File: src/hdl/fuqp_pkg.sv
// Shared types, character codes and helper functions for the query parser.
`timescale 1ns / 1ps

package fuqp_pkg;

  // Space store depth: default and the largest supported value
  localparam int SPACE_FIFO_DEPTH_DEF = 16;
  localparam int SPACE_FIFO_DEPTH_MAX = 60;

  // Width of a space count or space index, sized for the largest store
  localparam int SP_CNT_W = $clog2(SPACE_FIFO_DEPTH_MAX + 1);

  // Depth of the command queue between front and back
  localparam int CMD_Q_DEPTH = 4;

  // Most literal bytes one input word can produce
  localparam int LIT_MAX = 3;

  // Character codes
  localparam logic [7:0] CH_PLUS  = 8'h2B;
  localparam logic [7:0] CH_PCT   = 8'h25;
  localparam logic [7:0] CH_AMP   = 8'h26;
  localparam logic [7:0] CH_EQ    = 8'h3D;
  localparam logic [7:0] CH_SPACE = 8'h20;

  // Escape progress codes
  localparam logic [1:0] ESC_NONE = 2'd0;
  localparam logic [1:0] ESC_PCT  = 2'd1;
  localparam logic [1:0] ESC_HEX  = 2'd2;

  // Input word
  typedef struct packed {
    logic [7:0] in_byte;
    logic       last;
  } in_word_t;

  // Output word
  typedef struct packed {
    logic [7:0] out_byte;
    logic       byte_valid;
    logic       in_value;
    logic       param_end;
    logic       space_overflow;
  } out_word_t;

  // Command from front to back: flush stored spaces, then literals, then marker
  typedef struct packed {
    logic [SP_CNT_W-1:0]     flush_cnt;
    logic [SP_CNT_W-1:0]     ws_idx;
    logic                    push_ws;
    logic [7:0]              ws_byte;
    logic [LIT_MAX-1:0][7:0] lit;
    logic [1:0]              lit_cnt;
    logic                    marker;
    logic                    close_param;
    logic                    in_value;
    logic                    space_overflow;
  } cmd_t;

  // Whitespace: space, TAB, LF, VT, FF, CR
  function automatic logic is_ws(input logic [7:0] b);
    return (b == CH_SPACE) || ((b >= 8'h09) && (b <= 8'h0D));
  endfunction

  // Hex digit check, either case
  function automatic logic hex_ok(input logic [7:0] b);
    return ((b >= 8'h30) && (b <= 8'h39)) ||
           ((b >= 8'h41) && (b <= 8'h46)) ||
           ((b >= 8'h61) && (b <= 8'h66));
  endfunction

  // Hex digit value; letters map through the low nibble plus nine
  function automatic logic [3:0] hex_nib(input logic [7:0] b);
    logic [3:0] v;
    if (b <= 8'h39) begin
      v = b[3:0];
    end else begin
      v = b[3:0] + 4'd9;
    end
    return v;
  endfunction

endpackage

File: src/hdl/fuqp_front.sv
// Front end: accepts query words, tracks escape and parameter state, issues commands.
`timescale 1ns / 1ps

module fuqp_front
  import fuqp_pkg::*;
#(
  parameter int SpaceFifoDepth = SPACE_FIFO_DEPTH_DEF
) (
  input  logic     clk_i,
  input  logic     rst_ni,
  input  logic     in_valid_i,
  output logic     in_stall_o,
  input  in_word_t in_word_i,
  input  logic     q_full_i,
  output logic     cmd_push_o,
  output cmd_t     cmd_o
);

  logic [1:0]          esc_len_q, esc_len_d;
  logic [7:0]          esc_raw_q, esc_raw_d;
  logic [3:0]          esc_hi_q, esc_hi_d;
  logic [SP_CNT_W-1:0] sp_cnt_q, sp_cnt_d;
  logic                seen_eq_q, seen_eq_d;
  logic                started_q, started_d;
  logic                ovf_q, ovf_d;

  logic                    in_acc;
  logic [7:0]              b;
  logic [LIT_MAX-1:0][7:0] lit;
  logic [1:0]              lit_cnt;
  logic [SP_CNT_W-1:0]     flush_cnt;
  logic                    push_ws;
  logic                    end_p;
  logic                    dec_done;
  logic                    seen_step;
  logic                    ovf_step;
  logic                    marker;
  logic                    cmd_needed;

  assign in_stall_o = q_full_i;
  assign in_acc     = in_valid_i && !in_stall_o;
  assign b          = in_word_i.in_byte;

  // Classify the byte and work out its literals and the next state
  always_comb begin
    esc_len_d = esc_len_q;
    esc_raw_d = esc_raw_q;
    esc_hi_d  = esc_hi_q;
    sp_cnt_d  = sp_cnt_q;
    seen_eq_d = seen_eq_q;
    started_d = started_q;
    ovf_d     = ovf_q;
    lit       = '0;
    lit_cnt   = 2'd0;
    flush_cnt = '0;
    push_ws   = 1'b0;
    end_p     = 1'b0;
    dec_done  = 1'b0;

    if (b == CH_AMP) begin
      // parameter separator: close any open escape literally
      if (started_q) begin
        if (esc_len_q == ESC_PCT) begin
          lit[lit_cnt] = CH_PCT;
          lit_cnt      = lit_cnt + 2'd1;
        end else if (esc_len_q == ESC_HEX) begin
          lit[lit_cnt] = CH_PCT;
          lit_cnt      = lit_cnt + 2'd1;
          lit[lit_cnt] = esc_raw_q;
          lit_cnt      = lit_cnt + 2'd1;
        end
        end_p = 1'b1;
      end
    end else if (is_ws(b)) begin
      // whitespace breaks an escape and waits in the space store
      if (started_q) begin
        if (esc_len_q == ESC_PCT) begin
          lit[lit_cnt] = CH_PCT;
          lit_cnt      = lit_cnt + 2'd1;
        end else if (esc_len_q == ESC_HEX) begin
          lit[lit_cnt] = CH_PCT;
          lit_cnt      = lit_cnt + 2'd1;
          lit[lit_cnt] = esc_raw_q;
          lit_cnt      = lit_cnt + 2'd1;
        end
        esc_len_d = ESC_NONE;
        if (sp_cnt_q < SP_CNT_W'(SpaceFifoDepth)) begin
          push_ws  = !in_word_i.last;
          sp_cnt_d = sp_cnt_q + SP_CNT_W'(1);
        end else begin
          ovf_d = 1'b1;
        end
        if (in_word_i.last) begin
          end_p = 1'b1;
        end
      end
    end else begin
      // ordinary byte: pending spaces are interior, flush them first
      started_d = 1'b1;
      flush_cnt = sp_cnt_q;
      sp_cnt_d  = '0;
      if ((b == CH_EQ) && !seen_eq_q) begin
        if (esc_len_q == ESC_PCT) begin
          lit[lit_cnt] = CH_PCT;
          lit_cnt      = lit_cnt + 2'd1;
        end else if (esc_len_q == ESC_HEX) begin
          lit[lit_cnt] = CH_PCT;
          lit_cnt      = lit_cnt + 2'd1;
          lit[lit_cnt] = esc_raw_q;
          lit_cnt      = lit_cnt + 2'd1;
        end
        esc_len_d = ESC_NONE;
        seen_eq_d = 1'b1;
      end else begin
        // percent decoding
        if (esc_len_q == ESC_PCT) begin
          if (hex_ok(b)) begin
            esc_hi_d  = hex_nib(b);
            esc_raw_d = b;
            esc_len_d = ESC_HEX;
            dec_done  = 1'b1;
          end else begin
            lit[lit_cnt] = CH_PCT;
            lit_cnt      = lit_cnt + 2'd1;
          end
        end else if (esc_len_q == ESC_HEX) begin
          if (hex_ok(b)) begin
            lit[lit_cnt] = {esc_hi_q, hex_nib(b)};
            lit_cnt      = lit_cnt + 2'd1;
            esc_len_d    = ESC_NONE;
            dec_done     = 1'b1;
          end else begin
            lit[lit_cnt] = CH_PCT;
            lit_cnt      = lit_cnt + 2'd1;
            lit[lit_cnt] = esc_raw_q;
            lit_cnt      = lit_cnt + 2'd1;
          end
        end
        if (!dec_done) begin
          esc_len_d = ESC_NONE;
          if (b == CH_PLUS) begin
            lit[lit_cnt] = CH_SPACE;
            lit_cnt      = lit_cnt + 2'd1;
          end else if (b == CH_PCT) begin
            esc_len_d = ESC_PCT;
          end else begin
            lit[lit_cnt] = b;
            lit_cnt      = lit_cnt + 2'd1;
          end
        end
      end
      // end of string: any escape left open goes out literally
      if (in_word_i.last) begin
        if (esc_len_d == ESC_PCT) begin
          lit[lit_cnt] = CH_PCT;
          lit_cnt      = lit_cnt + 2'd1;
        end else if (esc_len_d == ESC_HEX) begin
          lit[lit_cnt] = CH_PCT;
          lit_cnt      = lit_cnt + 2'd1;
          lit[lit_cnt] = esc_raw_d;
          lit_cnt      = lit_cnt + 2'd1;
        end
        end_p = 1'b1;
      end
    end

    // flags as they stand at the end of the byte, before a parameter close
    seen_step = seen_eq_d;
    ovf_step  = ovf_d;

    if (end_p) begin
      esc_len_d = ESC_NONE;
      esc_raw_d = '0;
      esc_hi_d  = '0;
      sp_cnt_d  = '0;
      seen_eq_d = 1'b0;
      started_d = 1'b0;
      ovf_d     = 1'b0;
    end
  end

  // Bare end marker only when the close produced nothing else
  assign marker     = end_p && (flush_cnt == '0) && (lit_cnt == 2'd0);
  assign cmd_needed = push_ws || (lit_cnt != 2'd0) || (flush_cnt != '0) || marker;
  assign cmd_push_o = in_acc && cmd_needed;

  always_comb begin
    cmd_o.flush_cnt      = flush_cnt;
    cmd_o.ws_idx         = sp_cnt_q;
    cmd_o.push_ws        = push_ws;
    cmd_o.ws_byte        = b;
    cmd_o.lit            = lit;
    cmd_o.lit_cnt        = lit_cnt;
    cmd_o.marker         = marker;
    cmd_o.close_param    = end_p;
    cmd_o.in_value       = marker ? seen_step : seen_eq_q;
    cmd_o.space_overflow = marker ? ovf_step : ovf_q;
  end

  // Parser state
  always_ff @(posedge clk_i or negedge rst_ni) begin
    if (!rst_ni) begin
      esc_len_q <= ESC_NONE;
      esc_raw_q <= '0;
      esc_hi_q  <= '0;
      sp_cnt_q  <= '0;
      seen_eq_q <= 1'b0;
      started_q <= 1'b0;
      ovf_q     <= 1'b0;
    end else if (in_acc) begin
      esc_len_q <= esc_len_d;
      esc_raw_q <= esc_raw_d;
      esc_hi_q  <= esc_hi_d;
      sp_cnt_q  <= sp_cnt_d;
      seen_eq_q <= seen_eq_d;
      started_q <= started_d;
      ovf_q     <= ovf_d;
    end
  end

  a_idle_clean: assert property (@(posedge clk_i) disable iff (!rst_ni)
    !started_q |-> (sp_cnt_q == '0) && (esc_len_q == ESC_NONE) && !seen_eq_q && !ovf_q)
    else $error("parser state left over outside a parameter");

  a_sp_cnt_bound: assert property (@(posedge clk_i) disable iff (!rst_ni)
    sp_cnt_q <= SP_CNT_W'(SpaceFifoDepth))
    else $error("space count beyond store depth");

  a_esc_code: assert property (@(posedge clk_i) disable iff (!rst_ni)
    (esc_len_q == ESC_NONE) || (esc_len_q == ESC_PCT) || (esc_len_q == ESC_HEX))
    else $error("bad escape progress code");

endmodule

File: src/hdl/fuqp_cmd_fifo.sv
// Short command queue between the front and back ends.
`timescale 1ns / 1ps

module fuqp_cmd_fifo
  import fuqp_pkg::*;
(
  input  logic clk_i,
  input  logic rst_ni,
  input  logic push_i,
  input  cmd_t push_cmd_i,
  output logic full_o,
  input  logic pop_i,
  output logic valid_o,
  output cmd_t head_o
);

  localparam int PtrW = $clog2(CMD_Q_DEPTH);
  localparam int CntW = $clog2(CMD_Q_DEPTH + 1);

  cmd_t            slot_q [CMD_Q_DEPTH];
  logic [PtrW-1:0] wr_ptr_q, rd_ptr_q;
  logic [CntW-1:0] count_q;
  logic            do_push, do_pop;

  assign full_o  = (count_q == CntW'(CMD_Q_DEPTH));
  assign valid_o = (count_q != '0);
  assign head_o  = slot_q[rd_ptr_q];
  assign do_push = push_i && !full_o;
  assign do_pop  = pop_i && valid_o;

  // Storage
  always_ff @(posedge clk_i) begin
    if (do_push) begin
      slot_q[wr_ptr_q] <= push_cmd_i;
    end
  end

  // Pointers and fill level
  always_ff @(posedge clk_i or negedge rst_ni) begin
    if (!rst_ni) begin
      wr_ptr_q <= '0;
      rd_ptr_q <= '0;
      count_q  <= '0;
    end else begin
      if (do_push) begin
        wr_ptr_q <= wr_ptr_q + PtrW'(1);
      end
      if (do_pop) begin
        rd_ptr_q <= rd_ptr_q + PtrW'(1);
      end
      if (do_push && !do_pop) begin
        count_q <= count_q + CntW'(1);
      end else if (do_pop && !do_push) begin
        count_q <= count_q - CntW'(1);
      end
    end
  end

  a_no_push_full: assert property (@(posedge clk_i) disable iff (!rst_ni)
    push_i |-> !full_o)
    else $error("command pushed into a full queue");

  a_no_pop_empty: assert property (@(posedge clk_i) disable iff (!rst_ni)
    pop_i |-> valid_o)
    else $error("command popped from an empty queue");

  a_count_bound: assert property (@(posedge clk_i) disable iff (!rst_ni)
    count_q <= CntW'(CMD_Q_DEPTH))
    else $error("queue fill level out of range");

endmodule

File: src/hdl/fuqp_back.sv
// Back end: holds pending whitespace and expands commands into output words.
`timescale 1ns / 1ps

module fuqp_back
  import fuqp_pkg::*;
#(
  parameter int SpaceFifoDepth = SPACE_FIFO_DEPTH_DEF
) (
  input  logic      clk_i,
  input  logic      rst_ni,
  input  logic      q_valid_i,
  input  cmd_t      cmd_i,
  output logic      q_pop_o,
  output logic      out_valid_o,
  input  logic      out_stall_i,
  output out_word_t out_word_o
);

  localparam int IdxW = (SpaceFifoDepth > 1) ? $clog2(SpaceFifoDepth) : 1;
  localparam int PosW = $clog2(SpaceFifoDepth + LIT_MAX + 1);

  logic [7:0]      space_q [SpaceFifoDepth];
  logic [PosW-1:0] pos_q;
  logic            out_valid_q;
  out_word_t       out_q;

  logic [PosW-1:0] n_words;
  logic [PosW-1:0] flush_ext;
  logic [1:0]      lit_sel;
  logic            load;
  logic            emit;
  logic            last_word;
  logic            sp_sel;
  out_word_t       item;

  assign flush_ext = PosW'(cmd_i.flush_cnt);
  assign n_words   = flush_ext + PosW'(cmd_i.lit_cnt) + PosW'(cmd_i.marker);
  assign lit_sel   = 2'(pos_q - flush_ext);
  assign load      = !out_valid_q || !out_stall_i;
  assign last_word = (pos_q == (n_words - PosW'(1)));
  assign sp_sel    = (pos_q < flush_ext);

  // Step through the head command one word per cycle while the output is not stalled
  always_comb begin
    emit    = 1'b0;
    q_pop_o = 1'b0;
    if (q_valid_i && load) begin
      if (n_words == '0) begin
        q_pop_o = 1'b1;
      end else begin
        emit    = 1'b1;
        q_pop_o = last_word;
      end
    end
  end

  // Select the word at the current position: literals or marker; spaces come from the store
  always_comb begin
    item.byte_valid     = 1'b1;
    item.in_value       = cmd_i.in_value;
    item.space_overflow = cmd_i.space_overflow;
    item.param_end      = cmd_i.close_param && last_word;
    item.out_byte       = cmd_i.lit[lit_sel];
    if (!sp_sel && cmd_i.marker) begin
      item.out_byte   = '0;
      item.byte_valid = 1'b0;
    end
  end

  // Space store; written as the whitespace command retires
  always_ff @(posedge clk_i) begin
    if (q_pop_o && cmd_i.push_ws) begin
      space_q[cmd_i.ws_idx[IdxW-1:0]] <= cmd_i.ws_byte;
    end
  end

  // Output register; stored spaces are read straight into it
  always_ff @(posedge clk_i) begin
    if (emit) begin
      if (sp_sel) begin
        out_q.out_byte <= space_q[pos_q[IdxW-1:0]];
      end else begin
        out_q.out_byte <= item.out_byte;
      end
      out_q.byte_valid     <= item.byte_valid;
      out_q.in_value       <= item.in_value;
      out_q.param_end      <= item.param_end;
      out_q.space_overflow <= item.space_overflow;
    end
  end

  // Position counter and output valid
  always_ff @(posedge clk_i or negedge rst_ni) begin
    if (!rst_ni) begin
      pos_q       <= '0;
      out_valid_q <= 1'b0;
    end else begin
      if (load) begin
        out_valid_q <= emit;
      end
      if (q_pop_o) begin
        pos_q <= '0;
      end else if (emit) begin
        pos_q <= pos_q + PosW'(1);
      end
    end
  end

  assign out_valid_o = out_valid_q;
  assign out_word_o  = out_q;

  a_marker_ends: assert property (@(posedge clk_i) disable iff (!rst_ni)
    (out_valid_o && !out_word_o.byte_valid) |-> out_word_o.param_end)
    else $error("end marker without parameter end");

  a_pos_idle: assert property (@(posedge clk_i) disable iff (!rst_ni)
    !q_valid_i |-> (pos_q == '0))
    else $error("position left nonzero with no command");

  a_pos_bound: assert property (@(posedge clk_i) disable iff (!rst_ni)
    (q_valid_i && (n_words != '0)) |-> (pos_q < n_words))
    else $error("position past end of command");

endmodule

File: src/hdl/form_urlencoded_query_parser.sv
// The first word of a byte passes through the command queue and the output register.
// Throughput: one byte per cycle in and one word per cycle out; the back end steps through
//   each queued command word by word and retires a whitespace-only command without a word, so
//   input stalls when the four-entry command queue fills behind multi-word commands
//   (space flushes, broken escapes) or behind output stalls.
// Reset: clears parser state, queue and output valid; the space store holds no reset.
`timescale 1ns / 1ps

module form_urlencoded_query_parser
  import fuqp_pkg::*;
#(
  parameter int SpaceFifoDepth = SPACE_FIFO_DEPTH_DEF
) (
  input  logic      clk_i,
  input  logic      rst_ni,
  input  logic      in_valid_i,
  output logic      in_stall_o,
  input  in_word_t  in_word_i,
  output logic      out_valid_o,
  input  logic      out_stall_i,
  output out_word_t out_word_o
);

  logic cmd_push;
  cmd_t cmd_in;
  logic q_full;
  logic q_valid;
  logic q_pop;
  cmd_t cmd_head;

  // Classify bytes and issue commands
  fuqp_front #(
    .SpaceFifoDepth(SpaceFifoDepth)
  ) u_front (
    .clk_i     (clk_i),
    .rst_ni    (rst_ni),
    .in_valid_i(in_valid_i),
    .in_stall_o(in_stall_o),
    .in_word_i (in_word_i),
    .q_full_i  (q_full),
    .cmd_push_o(cmd_push),
    .cmd_o     (cmd_in)
  );

  // Decoupling queue
  fuqp_cmd_fifo u_cmd_fifo (
    .clk_i     (clk_i),
    .rst_ni    (rst_ni),
    .push_i    (cmd_push),
    .push_cmd_i(cmd_in),
    .full_o    (q_full),
    .pop_i     (q_pop),
    .valid_o   (q_valid),
    .head_o    (cmd_head)
  );

  // Expand commands into output words
  fuqp_back #(
    .SpaceFifoDepth(SpaceFifoDepth)
  ) u_back (
    .clk_i      (clk_i),
    .rst_ni     (rst_ni),
    .q_valid_i  (q_valid),
    .cmd_i      (cmd_head),
    .q_pop_o    (q_pop),
    .out_valid_o(out_valid_o),
    .out_stall_i(out_stall_i),
    .out_word_o (out_word_o)
  );

endmodule

File: config.mk
export PLATFORM = sky130hd
export DESIGN_NAME = form_urlencoded_query_parser
export DESIGN_NICKNAME = d
export VERILOG_FILES = /design/src/hdl/fuqp_pkg.sv /design/src/hdl/fuqp_front.sv /design/src/hdl/fuqp_cmd_fifo.sv /design/src/hdl/fuqp_back.sv /design/src/hdl/form_urlencoded_query_parser.sv
export SDC_FILE = /design/constraint.sdc
export NUM_CORES = 1
export LEC_CHECK = 0
export BUFFER_PORTS_ARGS = -buffer_cell sky130_fd_sc_hd__clkbuf_2
export CAP_MARGIN = 0
export CORE_ASPECT_RATIO = 1.25
export CORE_MARGIN = 2
export CORE_UTILIZATION = 57
export CTS_CLUSTER_DIAMETER = 150
export DETAILED_ROUTE_END_ITERATION = 12
export PLACE_DENSITY = 0.83
export SLEW_MARGIN = 20
export SYNTH_ARGS = -nofsm -noshare
export SYNTH_HDL_FRONTEND = slang
export SYNTH_SLANG_ARGS = --single-unit
File: constraint.sdc
create_clock -name clk_i -period 6.1 [get_ports clk_i]
set_clock_uncertainty 0.2 [all_clocks]
set_input_delay 1.525 -clock clk_i [delete_from_list [all_inputs] [get_ports clk_i]]
set_output_delay 1.525 -clock clk_i [all_outputs]
set_load 0.01 [all_outputs]
# Word-level counts from Yosys, hierarchy flattened
# Memory sizes are Yosys's and may differ from the RTL's.
# Cells that the tools add are included.
# W data, S select, Z words.
[totals]
reg_bits = 48
ram_bits = 332
inputBits = 13
output_inout_bits = 14
n_memories = 2
[mem_list]
columns = ["name", "words", "word_bits", "rd", "rd_clocked_by_memory_dff", "write_ports", "line_no", "rtl"]
rows = [
  ["u_cmd_fifo.slot_q", 4, 51, 1, 0, 1, "fuqp_cmd_fifo.sv:20", "cmd_t slot_q [CMD_Q_DEPTH];"],
  ["u_back.space_q", 16, 8, 1, 0, 1, "fuqp_back.sv:22", "logic [7:0] space_q [SpaceFifoDepth];"],
]
[op_classes]
n_addsub = 14
order_cmp = 17
eq_ne = 16
mux = 142
n_bitwise = 6
n_reduce_logical = 49
[op_table]
columns = ["op", "n"]
rows = [
  ["$mux W8", 30],
  ["$mux W24", 6],
  ["$mux W16", 8],
  ["$mux W2", 33],
  ["$bwmux W24", 2],
  ["$demux W8 S2", 3],
  ["$mux W6", 8],
  ["$eq A8 B6 Y1 const B", 5],
  ["$mux W1", 39],
  ["$mux W4", 7],
  ["$and A14 B21 Y21", 1],
  ["$not A21 Y21", 1],
  ["$logic_and A1 B1 Y1", 20],
  ["$bmux W8 S2", 1],
  ["$ge A8 B7 Y1 const B", 2],
  ["$le A8 B7 Y1 const B", 2],
  ["$and A15 B15 Y15", 1],
  ["$not A15 Y15", 1],
  ["$lt A2 B3 Y1 const B", 4],
  ["$add A2 B1 Y2 const B", 5],
  ["$mux W5", 2],
  ["$reduce_bool A2 Y1", 5],
  ["$mux W9", 1],
  ["$or A9 B9 Y9", 1],
  ["other kinds (35)", 56],
]

# Depth between registers and ports, before layout
# Gate-level depths: netlist of run 1.
[logic_depth]
word_depth = 34
mapped_depth = 24

# Cells and area by module
# From an unflattened synthesis of run 1, not the netlist that was laid out.
[hier_totals]
hier_cells = 1013
hier_area_um2 = 17087.6
[by_module_without_submodules]
columns = ["mod", "instances", "cells_per_inst", "area_each_um2", "seq_area_each_um2"]
rows = [
  ["fuqp_cmd_fifo", 1, 303, 7847.5, 6301.0],
  ["fuqp_back", 1, 348, 6359.8, 4354.2],
  ["fuqp_front", 1, 362, 2880.3, 575.6],
]

# Worst setup path after synthesis of run 1
# Ideal clock, no wire load.
[synth_timing]
path_kind = "register to register"
start = "reg u_cmd_fifo.rd_ptr_q[0]"
end = "mem u_back.space_q[10][0], enable pin"
setup_ns = 0.395
arrival_time_ns = 6.036
setup_slack_ns = -0.531
stages_incl_launch_ff = 20
path_buffers = 7
period_less_slack_ns = 6.631
path_cell_list = "dfrtp_1 -> buf_6 -> buf_2 -> buf_2 -> buf_2 -> buf_1 -> mux4_2 -> fa_1 -> inv_1 -> fa_1 -> ha_1 -> xnor3_1 -> xnor2_1 -> nand3b_1 -> mux2i_1 -> a31oi_1 -> or2_1 -> buf_2 -> buf_6 -> nor4_1"
[synth_between]
elab_chain_len = 10
[synth_lines]
columns = ["item", "line_no", "rtl"]
rows = [
  ["from (decl)", "fuqp_cmd_fifo.sv:21", "logic [PtrW-1:0] wr_ptr_q, rd_ptr_q;"],
  ["from (signal assigned)", "fuqp_cmd_fifo.sv:49", "rd_ptr_q <= rd_ptr_q + PtrW'(1);"],
  ["$mem_v2 Z4 W51 *", "n/a", ""],
  ["$add A5 B2 Y5", "fuqp_back.sv:37", "assign n_words = flush_ext + PosW'(cmd_i.lit_cnt) + PosW'(cmd_i.marker);"],
  ["$add A5 B1 Y5", "fuqp_back.sv:37", ""],
  ["$sub A5 B1 Y5", "fuqp_back.sv:40", "assign last_word = (pos_q == (n_words - PosW'(1)));"],
  ["$eq A5 B5 Y1", "fuqp_back.sv:40", ""],
  ["$mux W1", "fuqp_back.sv:48", "if (n_words == '0) begin"],
  ["$mux W1", "fuqp_back.sv:47", "if (q_valid_i && load) begin"],
  ["$logic_and A1 B1 Y1", "fuqp_back.sv:72", "if (q_pop_o && cmd_i.push_ws) begin"],
  ["$mux W1", "fuqp_back.sv:72", ""],
  ["$mux W1 (not written as such)", "fuqp_back.sv:73", "space_q[cmd_i.ws_idx[IdxW-1:0]] <= cmd_i.ws_byte;"],
  ["to (decl)", "fuqp_back.sv:22", ""],
]
# Every way passes the cells marked *; elsewhere a longest branch is shown, timed or not.

# Worst setup path after layout of run 1
[layout_timing]
start = "reg u_cmd_fifo.rd_ptr_q[0]"
end = "reg u_cmd_fifo.count_q[2]"
[layout_between]
elab_chain_len = 11
[layout_lines]
columns = ["item", "line_no", "rtl"]
rows = [
  ["$mem_v2 Z4 W51 *", "n/a", ""],
  ["$add A5 B2 Y5", "fuqp_back.sv:37", ""],
  ["$add A5 B1 Y5 *", "fuqp_back.sv:37", ""],
  ["$sub A5 B1 Y5", "fuqp_back.sv:40", ""],
  ["$eq A5 B5 Y1", "fuqp_back.sv:40", ""],
  ["$mux W1 *", "fuqp_back.sv:48", ""],
  ["$mux W1 *", "fuqp_back.sv:47", ""],
  ["$logic_and A1 B1 Y1 *", "fuqp_cmd_fifo.sv:29", "assign do_pop = pop_i && valid_o;"],
  ["$logic_not A1 Y1", "fuqp_cmd_fifo.sv:51", "if (do_push && !do_pop) begin"],
  ["$logic_and A1 B1 Y1", "fuqp_cmd_fifo.sv:51", ""],
  ["$mux W3 / $reduce_bool A2 Y1 (equally long branches)", "n/a", ""],
  ["to (signal assigned)", "fuqp_cmd_fifo.sv:52", "count_q <= count_q + CntW'(1);"],
  ["to (signal assigned)", "fuqp_cmd_fifo.sv:54", "count_q <= count_q - CntW'(1);"],
  ["to (decl)", "fuqp_cmd_fifo.sv:22", "logic [CntW-1:0] count_q;"],
]
# Marked as above.
# A chain may end at the register's enable or synchronous reset.

==> metrics.md, run 1 <==
| Metric | Value |
|---|---|
| Crit path max fanout | 16 |
| Final Cycle Share | 87.2% |
| I/O Pins | 27 |
| H-tree depth | 2 |
| Detailed-route DRC error count | 0 |
| Initial antenna violation count | 0 |
| Synth Warn # | 0 |
| RSZ-0062 raised after global routing | no |
| CP top delay family | adder cells |
| Layout area overhead | 12.6% |
| Req. time, crit path | 6330 ps |
| Clock latency on the worst-skew pair | 520 ps |
| Die area | 29600 um^2 |
| Crit path kind | flop to flop |
| Mapped Cells | 938 |
| Worst Setup Start Kind | flop |
| Leakage | 6.20 nW |
| Slew margin rel. | 38.6% |
| Top post-synthesis cells by area | edfxtp_1 62%, mux4_2 12%, dfrtp_1 5.6% |
| Mapped Nets | 978 |
| Number of synthesized flops with an enable pin | 332 |
| NetSw | 2.82 mW |
| Clock Power Share | 24.5% |
| Average size of a mapped cell | 17.1 um^2 |
| Initial Util | 58.1% |
| Nets | 1033 |
| Yosys cell types | 78 |
| Setup violators final | 0 |
| Total CTS buffers | 35 |
| GR Util All Layers | 24.0% |
| Outcome | completed |
| Arrival time at the worst endpoint | 5550 ps |
| CTS tree | yes |
| Max-cap violations | 0 |
| First-pass GRT wire length | 53.2 mm |
| Cell Pwr Density | 482 nW/um^2 |
| Hold Crit Class | flop to flop |
| Hold Buf Count CTS | 0 |
| Async S/R FF share, synth | 9.78% |
| Synth area leader | edfxtp_1 |
| Pre-antenna DRT Iters | 5 |
| Worst path most repeated cell | fa_1 |
| Synth top area share | 62.0% |
| WP buf/inv | 2 |
| Core box area | 27700 um^2 |
| Fmax | 188 MHz |
| Fin crit period | 5320 ps |
| Largest net degree at the start of global routing | 49 |
| Placer Congestion | 0.949 |
| Final setup TNS | 0 ps |
| Commonest cells in the netlist | 332 x edfxtp_1, 87 x mux4_2, 40 x nor2_1 |
| Number of global-route vias before repair | 8992 |
| Synth Register Bits | 368 |
| Layout cells sized above 1 | 26.6% |
| Cell row count | 68 |
| Die W | 154 um |
| Worst VDD drop | 0.000250 V |
| Count leader, synth | edfxtp_1 |
| Die Y | 192 um |
| Final max-slew violation count | 0 |
| DR WL/cell | 25.3 um |
| Post-DP HPWL | 22.9 mm |
| Via/cell ratio | 6.58 |
| CTS-repair resized insts | 0 |
| Final WS setup | 782 ps |
| Crit-path cells | mux4_2, fa_1, inv_1, fa_1, ha_1, a222oi_1, a21oi_1, mux2i_1, a31oi_2, or2_1, ha_1, inv_1, fa_1, xor2_1, nor2_1, xor2_1 |
| Synth Flop Type | edfxtp_1 |
| CTS clk-pin slew, worst paths | 60 ps |
| Root Driver | clkbuf_16 |
| Via Count | 9012 |
| Port buffer count | 26 |
| Gate power share | 35.0% |
| Crit path max-delay cell type | mux4_2 |
| Seq pwr share | 40.5% |
| GR Overflow Total | 0 |
| Final Util | 65.4% |
| Post-CTS Setup Inserts | 0 |
| CP endpoint kind | flop |
| Mapped Area | 16100 um^2 |
| Clock sinks | 368 |
| Pre-CTS setup slack | 323 ps |
| Worst Max-Slew Pin Slew | 922 ps |
| Switching share of power | 32.3% |
| Final count of hold timing violations | 0 |
| ANT nets after route | 0 |
| # diodes | 0 |
| WL final | 34.7 mm |
| Internal power | 5.91 mW |
| Buffer depth of the longest clock path | 3 |
| Sequential fraction of the synthesis area | 67.6% |
| CP max stage delay | 730 ps |
| Final Power | 8.73 mW |
| Drt first-iter violations | 741 |
[registers in the layout, indices dropped and copies added, names as in the netlist]
register and count:
u_back.out_valid_o 1, u_back.out_word_o 12, u_back.pos_q 5, u_back.space_q 128, u_cmd_fifo.count_q 3, u_cmd_fifo.rd_ptr_q 2
u_cmd_fifo.slot_q 192, u_cmd_fifo.wr_ptr_q 2, u_front.esc_hi_q 4, u_front.esc_len_q 2, u_front.esc_raw_q 8, u_front.ovf_q 1
u_front.seen_eq_q 1, u_front.sp_cnt_q 6, u_front.started_q 1
[kinds of logic (layout without fill, tap and decap cells)]
family / count (synthesis) / in the layout / share of synthesized area (%)
mux: 117 / 117 / 14.2
simple gates: 177 / 177 / 5.91
fa+ha+maj: 27 / 27 / 2.24
flops: 368 / 368 / 67.6
xor+xnor: 18 / 18 / 1.07
compound gates: 152 / 152 / 6.88
buf+inv: 79 / 160 / 2.05
[final timing paths]
path / start / end / slack [ps] / depth (start not counted)
worst max-delay path: u_cmd_fifo.rd_ptr_q[0] / u_cmd_fifo.count_q[2] / 780 / 16
worst min-delay path: u_front.esc_hi_q[1] / u_front.esc_hi_q[1] / 290 / 1
worst max register to register: u_cmd_fifo.rd_ptr_q[0] / u_cmd_fifo.count_q[2] / 780 / 16
worst min register to register: u_front.esc_hi_q[1] / u_front.esc_hi_q[1] / 290 / 1
max in group asynchronous: rst_ni / u_cmd_fifo.rd_ptr_q[0] / 4070 / 1
min in group asynchronous: rst_ni / u_back.pos_q[4] / 940 / 1
[per-layer routing]
metal	routed length [um]	vias to the layer above	part of all wire (%)	global-route usage, %
li1	-	3911	-	-
met1	13400	4666	39	30.2
met2	18600	361	54	43.3
met3	1730	74	5.0	3.38
met4	950	0	2.7	7.55
met5	0	-	0	0
[cells in the final DEF, fill, tap and decap left out, types with 12 or more instances in the layout]
cell type  synthesis  layout
a21oi_1           21      21
a22o_1            12      12
a22oi_1           20      20
buf_4              0      37
clkbuf_16          0      36
clkbuf_2           1      25
dfrtp_1           36      33
edfxtp_1         332     332
ha_1              24      24
inv_1             27      27
mux2_2            20      20
mux4_2            87      87
nand2_1           32      32
nand2b_1          12      12
nor2_1            40      40
nor3_1            12      12
nor4_2             2      18
o21ai_0           25      25
[power groups by stage]
stage	clock [mW]	sequential (mW)	combinational (mW)
final	2.14	3.54	3.05
after global routing	2.25	3.57	3.30
after floorplan	0	3.50	2.27
after detailed placement	0	3.58	3.03
after CTS	2.17	3.54	3.08
after global placement	0	3.56	2.94
[area by class of cell]
| class | instances | area (um^2) |
|---|---|---|
| repair buffers | 69 | 528 |
| clock buffers | 47 | 1000 |
| clock inverters | 16 | 156 |
| well taps | 350 | 438 |
| flip-flops and latches | 368 | 10900 |
| multi-input cells | 491 | 4980 |
| fillers | 1784 | 9560 |
| inverters | 28 | 105 |
[through the flow]
step / hold WS [ps] / area [um^2] / instances
4_1_cts: 293 / 18100 / 1369
6_report: 288 / 18100 / 1369
5_1_grt: 327 / 18100 / 1369
3_3_place_gp: 266 / 16900 / 1306
3_5_place_dp: 274 / 16900 / 1306
2_1_floorplan: 248 / 16200 / 938
No activity file was read; power rests on OpenSTA's default activity.
==> inputs of run 2 (changes only) <==
CELL_PAD_IN_SITES_DETAIL_PLACEMENT = 2   (was not set)
CELL_PAD_IN_SITES_GLOBAL_PLACEMENT = 2   (was not set)
CORE_UTILIZATION = 43   (was 57)
PLACE_DENSITY = not set   (was 0.83)
PLACE_DENSITY_LB_ADDON = 0.1   (was not set)
==> run 2 against run 1 <==
Net effect: worst setup slack worse by 260 ps; routed wire length is 30% higher; combinational power is 6% higher; sequential power is essentially flat; cell count is 11% higher; critical path depth grew 1; sequential cell count did not move; non-clock buffer count is 7 higher; maximum frequency down 4.6%; critical endpoint unchanged.
==> metrics.md, run 2 (synthesis results as in run 1) <==
| Metric | Value |
|---|---|
| CP endpoint kind | flop |
| Placed cells | 1449 |
| Final Cycle Share | 91.4% |
| Number of global-route vias before repair | 10200 |
| First-pass GRT wire length | 67.9 mm |
| Setup violators final | 0 |
| RSZ-0062 raised after global routing | no |
| Clock sinks | 368 |
| CTS-repair resized insts | 0 |
| Hold Crit Class | flop to flop |
| Outcome | completed |
| Max-cap violations | 0 |
| Total CTS buffers | 39 |
| Post-Layout Cell Count | 1520 |
| Die W | 177 um |
| Layout area overhead | 14.0% |
| Drt first-iter violations | 708 |
| Worst VDD drop | 0.000247 V |
| GR Util All Layers | 24.0% |
| Initial antenna violation count | 2 |
| Post-CTS Setup Inserts | 0 |
| Buffer depth of the longest clock path | 3 |
| Hold Buf Count CTS | 0 |
| Via Count | 9184 |
| DR WL/cell | 29.7 um |
| Clock latency on the worst-skew pair | 550 ps |
| Worst Max-Slew Pin Slew | 1040 ps |
| Leakage | 6.26 nW |
| Root Driver | clkbuf_16 |
| I/O Pins | 27 |
| Nets | 1044 |
| GR Overflow Total | 0 |
| Fmax | 179 MHz |
| Placer Congestion | 0.821 |
| CTS tree | yes |
| Core box area | 37100 um^2 |
| H-tree depth | 2 |
| Most frequent cells in the layout | 332 x edfxtp_1, 87 x mux4_2, 46 x buf_4 |
| Slew margin rel. | 30.6% |
| Cell Pwr Density | 493 nW/um^2 |
| ANT nets after route | 0 |
| Die Y | 220 um |
| Crit path kind | primary input to flop |
| Req. time, crit path | 6360 ps |
| Final count of hold timing violations | 0 |
| Fillers | 3352 |
| Largest net degree at the start of global routing | 41 |
| Arrival time at the worst endpoint | 5840 ps |
| Post-DP HPWL | 31.4 mm |
| Pre-antenna DRT Iters | 5 |
| Commonest non-fill, non-tap cell in the layout | edfxtp_1 |
| Initial Util | 43.4% |
| Reg with most FFs | u_cmd_fifo.slot_q |
| Fin crit period | 5570 ps |
| Die area | 39000 um^2 |
| WL final | 45.1 mm |
| Detailed-route DRC error count | 0 |
| CTS clk-pin slew, worst paths | 60 ps |
| Layout cells sized above 1 | 27.1% |
| # diodes | 0 |
| Crit path max fanout | 11 |
| Final max-slew violation count | 0 |
| Cell row count | 79 |
| Final Power | 9.03 mW |
| Worst Setup Start Kind | primary input |
| Port buffer count | 26 |
| Final setup TNS | 0 ps |
| Via/cell ratio | 6.04 |
| Max FFs per register | 192 |
## run 2: changes by cell type in the layout (fill, tap and decap cells not counted), sizes merged
cell      previous run  this run
clkinv              11        25
clkbuf              72        71
buf                 44        51
bufinv               2         0
clkinvlp             3         0
## run 2: power by group
part	leakage (nW)	internal (mW)	switching, mW
Clock	0.593	1.22	1.00
Sequential	3.52	3.34	0.228
Combinational	2.14	1.34	1.90
## run 2: layout make-up
| class | instances | area, um^2 | share of cell area [%] |
|---|---|---|---|
| clock buffers | 46 | 1030 | 5.63 |
| clock inverters | 25 | 160 | 0.874 |
| inverters | 28 | 105 | 0.574 |
| multi-input cells | 491 | 4980 | 27.2 |
| flip-flops and latches | 368 | 10900 | 59.4 |
| well taps | 486 | 608 | 3.32 |
| repair buffers | 76 | 556 | 3.03 |
## run 2: stage by stage
stage	setup WS (ps)	hold WS, ps	cell area, um^2	utilization, %
detailed placement	43.6	285	17100	46.2
finish	527	292	18300	49.4
global placement	301	277	17100	46.2
CTS	508	298	18300	49.4
global route	225	320	18300	49.4
floorplan	2.83	248	16200	-
## run 2: routing by layer
layer,wire length [um],up-vias,track usage [%]
met5,13,-,0
met4,1620,2,9.17
met2,24200,249,43.6
met1,17600,4910,29.3
met3,1700,92,2.89
li1,-,3931,-
## run 2: worst paths after layout
check,from,end,slack [ps],depth (start not counted)
max,in_word_i[8],u_cmd_fifo.count_q[2],530,17
min,u_front.esc_hi_q[3],u_front.esc_hi_q[3],290,1
max reg2reg,u_cmd_fifo.rd_ptr_q[0],u_cmd_fifo.count_q[2],570,17
min reg2reg,u_front.esc_hi_q[3],u_front.esc_hi_q[3],290,1
max in group asynchronous,rst_ni,u_cmd_fifo.rd_ptr_q[0],3990,1
min in group asynchronous,rst_ni,u_back.pos_q[1],950,1
## run 2: worst max-delay path, stage by stage
cell	delay (ps)
clkbuf_2	190
nor3b_1	560
o211ai_1	340
xnor2_1	440
inv_1	100
ha_1	290
and3_1	180
a311oi_1	280
a211oi_1	90
buf_4	170
a31oi_2	420
ha_1	320
inv_1	80
fa_1	380
xor2_1	180
nor2_1	130
xor2_1	160
